## config.mk

```make
export PLATFORM = sky130hd
export DESIGN_NAME = magic_sync_frame_deframer
export DESIGN_NICKNAME = d
export VERILOG_FILES = /design/src/rtl/core/msfd_pkg.sv /design/src/rtl/core/msfd_front.sv /design/src/rtl/core/msfd_fifo.sv /design/src/rtl/core/msfd_back.sv /design/src/rtl/core/magic_sync_frame_deframer.sv
export SDC_FILE = /design/constraint.sdc
export NUM_CORES = 1
export LEC_CHECK = 0
export ABC_AREA = 1
export BUFFER_PORTS_ARGS = -buffer_cell sky130_fd_sc_hd__clkbuf_2
export CAP_MARGIN = 20
export CORE_MARGIN = 4
export CORE_UTILIZATION = 32
export DETAILED_ROUTE_END_ITERATION = 10
export PLACE_DENSITY = 0.58
export SLEW_MARGIN = 0
export SYNTH_ARGS = -nofsm -noshare
export SYNTH_HDL_FRONTEND = slang
export SYNTH_HIERARCHICAL = 1
export SYNTH_SLANG_ARGS = --single-unit
```

## constraint.sdc

```tcl
create_clock -name clk -period 5.9 [get_ports clk]
set_input_delay 0.59 -clock clk [delete_from_list [all_inputs] [get_ports clk]]
set_output_delay 0.59 -clock clk [all_outputs]
set_load 0.01 [all_outputs]
```

## src/rtl/core/msfd_pkg.sv

```systemverilog
// Shared types and constants for the magic-word sync frame deframer.
// Used by msfd_front, msfd_fifo, msfd_back and magic_sync_frame_deframer.
`default_nettype none
package msfd_pkg;

    typedef enum logic [1:0] {
        PH_SCAN    = 2'd0,
        PH_SWALLOW = 2'd1,
        PH_HEADER  = 2'd2,
        PH_PAYLOAD = 2'd3
    } phase_t;

    localparam logic [1:0]  KIND_FWD     = 2'd0;
    localparam logic [1:0]  KIND_DROP    = 2'd1;
    localparam logic [1:0]  KIND_PAYLOAD = 2'd2;

    localparam logic [31:0] MAGIC_FRAME  = 32'h5653_544A;
    localparam logic [31:0] MAGIC_STATE  = 32'h5653_5453;

    localparam logic [2:0]  HDR_STATE    = 3'd0;
    localparam logic [2:0]  HDR_CLASS    = 3'd1;
    localparam logic [2:0]  HDR_CONF     = 3'd2;
    localparam logic [2:0]  HDR_LEN0     = 3'd3;
    localparam logic [2:0]  HDR_LEN1     = 3'd4;
    localparam logic [2:0]  HDR_LEN2     = 3'd5;
    localparam logic [2:0]  HDR_LEN3     = 3'd6;

    localparam logic [15:0] MIN_INTERVAL_RESET = 16'd500;

    typedef struct packed {
        logic [1:0]  kind;
        logic [7:0]  data_byte;
        logic [7:0]  hdr_state;
        logic [7:0]  class_index;
        logic [7:0]  confidence;
        logic [31:0] frame_length;
        logic [31:0] frame_number;
        logic        last;
    } rec_t;

    typedef struct packed {
        logic valid;
        logic full;
    } fifo_stat_t;

endpackage
`default_nettype wire

```

## src/rtl/core/msfd_front.sv

```systemverilog
// Front end: accepts bytes, tracks sync, header and payload, emits result records.
// Depends on msfd_pkg.
`default_nettype none
module msfd_front
(
    input  wire logic                clk,
    input  wire logic                rst_n,
    input  wire logic                accept,
    input  wire logic [7:0]          rx_byte,
    input  wire logic [31:0]         now_ms,
    input  wire logic                cfg_wr_en,
    input  wire logic [15:0]         cfg_wr_data,
    output msfd_pkg::rec_t           rec,
    output logic                     push
);

    msfd_pkg::phase_t phase_reg, phase_next;
    logic [31:0] window_reg, window_next;
    logic [2:0]  hdr_pos_reg, hdr_pos_next;
    logic [7:0]  state_reg, state_next;
    logic [7:0]  class_reg, class_next;
    logic [7:0]  conf_reg, conf_next;
    logic [31:0] length_reg, length_next;
    logic [31:0] remaining_reg, remaining_next;
    logic        fwd_reg, fwd_next;
    logic [31:0] last_time_reg, last_time_next;
    logic [31:0] count_reg, count_next;
    logic [15:0] min_interval_reg;
    logic [31:0] elapsed;

    assign elapsed = now_ms - last_time_reg;

    always_ff @(posedge clk or negedge rst_n)
    begin
        if (!rst_n)
        begin
            min_interval_reg <= msfd_pkg::MIN_INTERVAL_RESET;
        end
        else if (cfg_wr_en)
        begin
            min_interval_reg <= cfg_wr_data;
        end
    end

    always_ff @(posedge clk or negedge rst_n)
    begin
        if (!rst_n)
        begin
            phase_reg     <= msfd_pkg::PH_SCAN;
            window_reg    <= '0;
            hdr_pos_reg   <= '0;
            state_reg     <= '0;
            class_reg     <= '0;
            conf_reg      <= '0;
            length_reg    <= '0;
            remaining_reg <= '0;
            fwd_reg       <= 1'b0;
            last_time_reg <= '0;
            count_reg     <= '0;
        end
        else
        begin
            phase_reg     <= phase_next;
            window_reg    <= window_next;
            hdr_pos_reg   <= hdr_pos_next;
            state_reg     <= state_next;
            class_reg     <= class_next;
            conf_reg      <= conf_next;
            length_reg    <= length_next;
            remaining_reg <= remaining_next;
            fwd_reg       <= fwd_next;
            last_time_reg <= last_time_next;
            count_reg     <= count_next;
        end
    end

    always_comb
    begin
        phase_next     = phase_reg;
        window_next    = window_reg;
        hdr_pos_next   = hdr_pos_reg;
        state_next     = state_reg;
        class_next     = class_reg;
        conf_next      = conf_reg;
        length_next    = length_reg;
        remaining_next = remaining_reg;
        fwd_next       = fwd_reg;
        last_time_next = last_time_reg;
        count_next     = count_reg;
        push           = 1'b0;
        rec            = '0;

        if (accept)
        begin
            unique case (phase_reg)
                msfd_pkg::PH_SWALLOW:
                begin
                    phase_next = msfd_pkg::PH_SCAN;
                end
                msfd_pkg::PH_HEADER:
                begin
                    case (hdr_pos_reg)
                        msfd_pkg::HDR_STATE: state_next = rx_byte;
                        msfd_pkg::HDR_CLASS: class_next = rx_byte;
                        msfd_pkg::HDR_CONF:  conf_next  = rx_byte;
                        msfd_pkg::HDR_LEN0:  length_next[7:0]   = rx_byte;
                        msfd_pkg::HDR_LEN1:  length_next[15:8]  = rx_byte;
                        msfd_pkg::HDR_LEN2:  length_next[23:16] = rx_byte;
                        msfd_pkg::HDR_LEN3:  length_next[31:24] = rx_byte;
                        default: ;
                    endcase
                    if (hdr_pos_reg == msfd_pkg::HDR_LEN3)
                    begin
                        hdr_pos_next   = '0;
                        remaining_next = length_next;
                        phase_next     = (length_next == '0) ? msfd_pkg::PH_SCAN
                                                             : msfd_pkg::PH_PAYLOAD;
                        push           = 1'b1;
                        rec.hdr_state    = state_reg;
                        rec.class_index  = class_reg;
                        rec.confidence   = conf_reg;
                        rec.frame_length = length_next;
                        if (elapsed < {16'd0, min_interval_reg})
                        begin
                            fwd_next         = 1'b0;
                            rec.kind         = msfd_pkg::KIND_DROP;
                            rec.frame_number = count_reg;
                        end
                        else
                        begin
                            fwd_next         = 1'b1;
                            last_time_next   = now_ms;
                            count_next       = count_reg + 32'd1;
                            rec.kind         = msfd_pkg::KIND_FWD;
                            rec.frame_number = count_next;
                            rec.last         = (length_next == '0);
                        end
                    end
                    else
                    begin
                        hdr_pos_next = hdr_pos_reg + 3'd1;
                    end
                end
                msfd_pkg::PH_PAYLOAD:
                begin
                    remaining_next = remaining_reg - 32'd1;
                    if (remaining_reg == 32'd1)
                    begin
                        phase_next = msfd_pkg::PH_SCAN;
                    end
                    push             = fwd_reg;
                    rec.kind         = msfd_pkg::KIND_PAYLOAD;
                    rec.data_byte    = rx_byte;
                    rec.hdr_state    = state_reg;
                    rec.class_index  = class_reg;
                    rec.confidence   = conf_reg;
                    rec.frame_length = length_reg;
                    rec.frame_number = count_reg;
                    rec.last         = (remaining_reg == 32'd1);
                end
                default:
                begin
                    window_next = {window_reg[23:0], rx_byte};
                    if (window_next == msfd_pkg::MAGIC_STATE)
                    begin
                        phase_next = msfd_pkg::PH_SWALLOW;
                    end
                    else if (window_next == msfd_pkg::MAGIC_FRAME)
                    begin
                        phase_next   = msfd_pkg::PH_HEADER;
                        hdr_pos_next = '0;
                        length_next  = '0;
                    end
                end
            endcase
        end
    end

endmodule
`default_nettype wire

```

## src/rtl/core/msfd_fifo.sv

```systemverilog
// Short result queue between front end and output stage.
// Depends on msfd_pkg.
`default_nettype none
module msfd_fifo
#(
    parameter int DEPTH = 4
)
(
    input  wire logic                clk,
    input  wire logic                rst_n,
    input  wire logic                push,
    input  wire msfd_pkg::rec_t      wr_rec,
    input  wire logic                pop,
    output msfd_pkg::rec_t           rd_rec,
    output msfd_pkg::fifo_stat_t     stat
);

    localparam int PTR_W = (DEPTH > 1) ? $clog2(DEPTH) : 1;
    localparam int CNT_W = $clog2(DEPTH + 1);

    msfd_pkg::rec_t mem [DEPTH];
    logic [PTR_W-1:0] wr_ptr_reg, rd_ptr_reg;
    logic [CNT_W-1:0] cnt_reg;

    assign stat.valid = (cnt_reg != '0);
    assign stat.full  = (cnt_reg == CNT_W'(DEPTH));
    assign rd_rec     = mem[rd_ptr_reg];

    always_ff @(posedge clk)
    begin
        if (push)
        begin
            mem[wr_ptr_reg] <= wr_rec;
        end
    end

    always_ff @(posedge clk or negedge rst_n)
    begin
        if (!rst_n)
        begin
            wr_ptr_reg <= '0;
            rd_ptr_reg <= '0;
            cnt_reg    <= '0;
        end
        else
        begin
            if (push)
            begin
                wr_ptr_reg <= (wr_ptr_reg == PTR_W'(DEPTH - 1)) ? '0
                                                                 : wr_ptr_reg + PTR_W'(1);
            end
            if (pop)
            begin
                rd_ptr_reg <= (rd_ptr_reg == PTR_W'(DEPTH - 1)) ? '0
                                                                 : rd_ptr_reg + PTR_W'(1);
            end
            if (push && !pop)
            begin
                cnt_reg <= cnt_reg + CNT_W'(1);
            end
            else if (pop && !push)
            begin
                cnt_reg <= cnt_reg - CNT_W'(1);
            end
        end
    end

endmodule
`default_nettype wire

```

## src/rtl/core/msfd_back.sv

```systemverilog
// Output stage: pops records from the queue into the result register and packs them.
// Depends on msfd_pkg.
`default_nettype none
module msfd_back
(
    input  wire logic                clk,
    input  wire logic                rst_n,
    input  wire msfd_pkg::rec_t      rd_rec,
    input  wire msfd_pkg::fifo_stat_t stat,
    output logic                     pop,
    output logic                     m_tvalid,
    input  wire logic                m_tready,
    output logic [95:0]              m_tdata,
    output logic [1:0]               m_tuser,
    output logic                     m_tlast
);

    logic           valid_reg;
    msfd_pkg::rec_t out_reg;

    assign pop = stat.valid && (!valid_reg || m_tready);

    always_ff @(posedge clk or negedge rst_n)
    begin
        if (!rst_n)
        begin
            valid_reg <= 1'b0;
        end
        else if (!valid_reg || m_tready)
        begin
            valid_reg <= stat.valid;
        end
    end

    always_ff @(posedge clk)
    begin
        if (pop)
        begin
            out_reg <= rd_rec;
        end
    end

    assign m_tvalid = valid_reg;
    assign m_tdata  = {out_reg.frame_number, out_reg.frame_length, out_reg.confidence,
                       out_reg.class_index, out_reg.hdr_state, out_reg.data_byte};
    assign m_tuser  = out_reg.kind;
    assign m_tlast  = out_reg.last;

endmodule
`default_nettype wire

```

## src/rtl/core/magic_sync_frame_deframer.sv

```systemverilog
// Top level of the magic-word sync frame deframer: front end, result queue, output stage.
// Depends on msfd_pkg, msfd_front, msfd_fifo and msfd_back.
//
// channel   dir  tdata                                       tuser  tlast
// s_axis    in   [7:0] rx_byte, [39:8] now_ms                -      -
// m_axis    out  [7:0] data_byte, [15:8] hdr_state,          kind   last
//                [23:16] class_index, [31:24] confidence,
//                [63:32] frame_length, [95:64] frame_number
// cfg       in   cfg_wr_data = min_interval_ms, written when cfg_wr_en is high
//
// One byte is taken per cycle while s_tready is high; each byte updates the front end
// state in that cycle. A result is written to the queue at the edge that takes its byte
// and moves into the output register, which drives m_tvalid, once it is empty or read out.
// s_tready falls only when the FIFO_DEPTH-entry result queue is full.
// Reset clears control state but not stored records, and sets min_interval_ms to 500.
`default_nettype none
module magic_sync_frame_deframer
#(
    parameter int FIFO_DEPTH = 4
)
(
    input  wire logic         clk,
    input  wire logic         rst_n,
    input  wire logic         s_tvalid,
    output logic              s_tready,
    input  wire logic [39:0]  s_tdata,   // [7:0] rx_byte, [39:8] now_ms
    output logic              m_tvalid,
    input  wire logic         m_tready,
    output logic [95:0]       m_tdata,   // data_byte, hdr_state, class_index,
                                         // confidence, frame_length, frame_number
    output logic [1:0]        m_tuser,   // [1:0] kind
    output logic              m_tlast,
    input  wire logic         cfg_wr_en,
    input  wire logic [15:0]  cfg_wr_data
);

    msfd_pkg::rec_t       front_rec;
    msfd_pkg::rec_t       queue_rec;
    msfd_pkg::fifo_stat_t queue_stat;
    logic                 push;
    logic                 pop;
    logic                 accept;

    assign s_tready = !queue_stat.full;
    assign accept   = s_tvalid && s_tready;

    msfd_front u_front
    (
        .clk         (clk),
        .rst_n       (rst_n),
        .accept      (accept),
        .rx_byte     (s_tdata[7:0]),
        .now_ms      (s_tdata[39:8]),
        .cfg_wr_en   (cfg_wr_en),
        .cfg_wr_data (cfg_wr_data),
        .rec         (front_rec),
        .push        (push)
    );

    msfd_fifo #(.DEPTH(FIFO_DEPTH)) u_fifo
    (
        .clk    (clk),
        .rst_n  (rst_n),
        .push   (push),
        .wr_rec (front_rec),
        .pop    (pop),
        .rd_rec (queue_rec),
        .stat   (queue_stat)
    );

    msfd_back u_back
    (
        .clk      (clk),
        .rst_n    (rst_n),
        .rd_rec   (queue_rec),
        .stat     (queue_stat),
        .pop      (pop),
        .m_tvalid (m_tvalid),
        .m_tready (m_tready),
        .m_tdata  (m_tdata),
        .m_tuser  (m_tuser),
        .m_tlast  (m_tlast)
    );

    assert property (@(posedge clk) disable iff (!rst_n) push |-> !queue_stat.full)
        else $error("result pushed into full queue");

    assert property (@(posedge clk) disable iff (!rst_n) pop |-> queue_stat.valid)
        else $error("result popped from empty queue");

    assert property (@(posedge clk) disable iff (!rst_n)
        m_tvalid && m_tlast |-> (m_tuser == msfd_pkg::KIND_PAYLOAD ||
                                 m_tuser == msfd_pkg::KIND_FWD))
        else $error("last flag on dropped header");

    assert property (@(posedge clk) disable iff (!rst_n)
        m_tvalid && m_tuser != msfd_pkg::KIND_PAYLOAD |-> m_tdata[7:0] == 8'd0)
        else $error("header result carries nonzero data byte");

endmodule
`default_nettype wire

```

==> flow_summary_export.csv <==
group,metric,value,unit
outcome,status,"finished, final reports clean",
place,dp_hpwl,57.43,mm
critical_path,rrSetupSlack,1790,ps
critical_path,critPathLaunchType,"flop",
synth,synth_cell_types,50,
cts,numCtsBuffers,81,
cts,cts_max_level,3,
synth,yosys_warnings,6,
critical_path,crit_required,6440,ps
cts,cts_tree,"yes",
finish,top_register,"u_fifo/mem",
timing,timing.final.hold_violations,0,
global_routing,met3_usage,0.02334,
timing,fin_setup_tns,0,ps
global_routing,antenna_found_initial,4,
detailed_routing,wl_per_cell,16.75,um
synth,yosysTopAreaCellShare,0.4303,
job,maxCapViolations,0,
synth,synth_area,34540,um2
detailed_routing,drc,0,
timing,fin_skew,37.45,ps
synth,yosysMostFrequentCell,"nand2_1",
detailed_routing,routed_wl,85.79,mm
finish,drive_gt1_frac,0.1517,
critical_path,critPathCaptureType,"flop",
synth,async_flop_share,0.2939,
global_routing,overflow,0,
floorplanning,die_w,336.5,um
pwr,irDropWorstVdd,0.3878,mV
finish,nNetsFinal,3773,
floorplanning,core,107100,um2
critical_path,worst_r2r_startpoint,"u_front/last_time_reg[10]$_DFFE_PN0P_",
place,portBuffers,161,
synth,ys_seq_area_frac,0.5798,
cts,clkTransAtPathRegs,50,ps
floorplanning,pin_count,162,
floorplanning,rows,120,
detailed_routing,viasPerCell,4.719,
global_routing,grt_pass1_vias,23225,
finish,area_delta_synth_final,13.95,%
hold_path,hp-class,"input port to flop",
timing,worstMarginPinSlew,1126,ps
critical_path,crit_fanout,65,
synth,synth_enable_flop_cells,495,
detailed_routing,drtPass1Iterations,6,
hold_path,whs_path_depth,3,
synth,yosys-top-cells-count,"nand2_1 (887), inv_1 (535), edfxtp_1 (495), nor2_1 (254), o21ai_0 (206)",
finish,largest_reg_flops,396,
synth,synth_seq_cells,701,
timing,fin_crit_sh,0.6964,
critical_path,critPathArrivalTime,4650,ps
global_routing,top_usage_layer,"met2",
global_routing,grt_use_met1,0.1953,
synth,synth_ff_type,"edfxtp_1",
timing,setup_viol,0,
synth,syn_area_per_cell,9.852,um2
synth,synthCells,3506,
critical_path,crit_type,"flop to flop",
synth,synth_area_leaders,"edfxtp_1 (43%), dfrtp_1 (14%), nand2_1 (9.6%)",
timing,fin_crit,4109,ps
floorplanning,die_h,336.5,um
critical_path,rr_worst_depth,20,
critical_path,timing.rr.end,"u_front/last_time_reg[13]$_DFFE_PN0P_",
cts,cts.sinks,701,
timing,maxSlewViolCount,0,
detailed_routing,vias,24173,
place,gp_congestion,0.8734,
hold_path,worstHoldEndpoint,"u_front/min_interval_reg[14]$_DFFE_PN0P_",
cts,clock_latency,650,ps
detailed_routing,drt_iter0_drc,1706,
cts,cts_setup_buffers,0,
global_routing,grtUsageMet2,0.2583,
pwr,cellLeakagePower,16.88,nW
detailed_routing,ant_nets,0,
global_routing,grt_usage,0.1506,
timing,fmax,243.4,MHz
cts,cts_root_buf,"clkbuf_16",
global_routing,grt_pass1_wl,134.1,mm
pwr,p_total,18.76,mW
floorplanning,dieArea,113300,um2
floorplanning,start_util,0.3227,
pwr,powerDensity,476.5,nW/um2
timing,slew_headroom,0.2494,
timing,rsz0062_at_grt,"no",
synth,yosysTopAreaCell,"edfxtp_1",
hold_path,holdCritStartpoint,"cfg_wr_data[14]",
synth,synthesis.nets,3625,
global_routing,grt_max_degree,225,
cts,cts_buffer_depth,3,
[metrics by stage]
stage | setup WS, ps | cells | utilization | hold WS (ps) | area [um2]
global placement | 1340 | 4973 | 0.3431 | 454.1 | 36730
global route | 1248 | 5122 | 0.3676 | 152.2 | 39360
detailed placement | 1338 | 4973 | 0.3431 | 470.1 | 36730
floorplan | 1170 | 3506 | - | 294.4 | 34540
finish | 1791 | 5123 | 0.3677 | 169.0 | 39360
CTS | 1737 | 5122 | 0.3676 | 108.5 | 39360
[how the worst max path moves through the flow]
stage | startpoint | depth (start not counted) | slack (ps) | end
after global routing | u_front/last_time_reg[6]$_DFFE_PN0P_ | 20 | 1250 | u_front/last_time_reg[15]$_DFFE_PN0P_
final | u_front/last_time_reg[10]$_DFFE_PN0P_ | 20 | 1790 | u_front/last_time_reg[13]$_DFFE_PN0P_
after floorplan | m_tready | 8 | 1170 | u_fifo/cnt_reg[1]$_DFFE_PN0P_
after global placement | s_tdata[8] | 21 | 1340 | u_front/last_time_reg[9]$_DFFE_PN0P_
after detailed placement | s_tdata[8] | 21 | 1340 | u_front/last_time_reg[29]$_DFFE_PN0P_
after CTS | u_front/last_time_reg[2]$_DFFE_PN0P_ | 20 | 1740 | u_front/last_time_reg[29]$_DFFE_PN0P_
[layout by cell type, fill, tap and decap left out, types with 3 or more instances in the layout]
master	count
o211ai_1	34
xnor2_1	3
bufinv_16	6
inv_1	530
buf_12	10
clkbuf_8	6
clkbuf_16	81
buf_4	42
clkinvlp_4	3
nor2_2	15
o21ai_1	13
nor2_1	253
a22oi_1	22
clkinv_2	12
edfxtp_1	495
nand3_1	103
nor3_1	29
clkbuf_1	19
dfstp_2	6
xor2_1	60
a22o_1	3
nand2_1	887
a21oi_1	102
nand3b_1	5
o211ai_2	168
a21oi_2	16
and2_1	4
clkinv_1	17
o21ai_0	206
ha_1	56
o22ai_1	17
o221ai_1	3
inv_6	4
inv_4	5
nor2_4	3
inv_2	13
nor4_1	21
clkbuf_2	160
nand4_1	57
dfrtp_1	199
[metal layers]
metal | up-vias | part of all wire
met1 | 11508 | 0.44
met5 | - | 0
li1 | 11989 | -
met3 | 131 | 0.046
met4 | 0 | 0.027
met2 | 545 | 0.49
[cells by family after synthesis]
logic type / synth area share
mux: 0.0003260
flops: 0.5798
simple gates: 0.1642
buf+inv: 0.08806
compound gates: 0.1302
xor+xnor: 0.01597
fa+ha+maj: 0.02144
[worst max-delay path: stages, from the launching register on]
cell and delay, ps:
dfrtp_1 320, inv_1 50, ha_1 400, nand2_1 130, nor2_1 270, nand2_1 120
clkinv_1 60, nand2_1 40, nand2_1 90, xor2_1 180, ha_1 280, nand2_1 80
nor2_1 50, a211oi_1 250, o21ai_0 170, a21oi_2 210, nand3_2 90, buf_4 280
nand2_4 660, nor2_1 90, a21oi_1 140
[layout make-up]
type | count | area [um2]
fill | 10696 | 67690
sequential | 701 | 20030
multi-input combinational | 2101 | 11500
clock buffer | 106 | 2181
inverter | 555 | 2112
tap | 1403 | 1755
timing repair buffer | 214 | 1341
clock inverter | 42 | 436.7
antenna | 1 | 2.502
[report_power, final]
part           internal (mW)  switching [mW]  total, mW
logic                   2.11            4.63       6.74
clock network           2.89            2.05       4.94
registers               6.55           0.527       7.08
total                   11.6            7.20       18.8
[repair_timing]
item,CTS,global route
hold buffers,1,0
hold endpoints to repair,52,0
setup endpoints to repair,0,0
gates resized for setup,0,0
No activity file was read; power rests on OpenSTA's default activity.
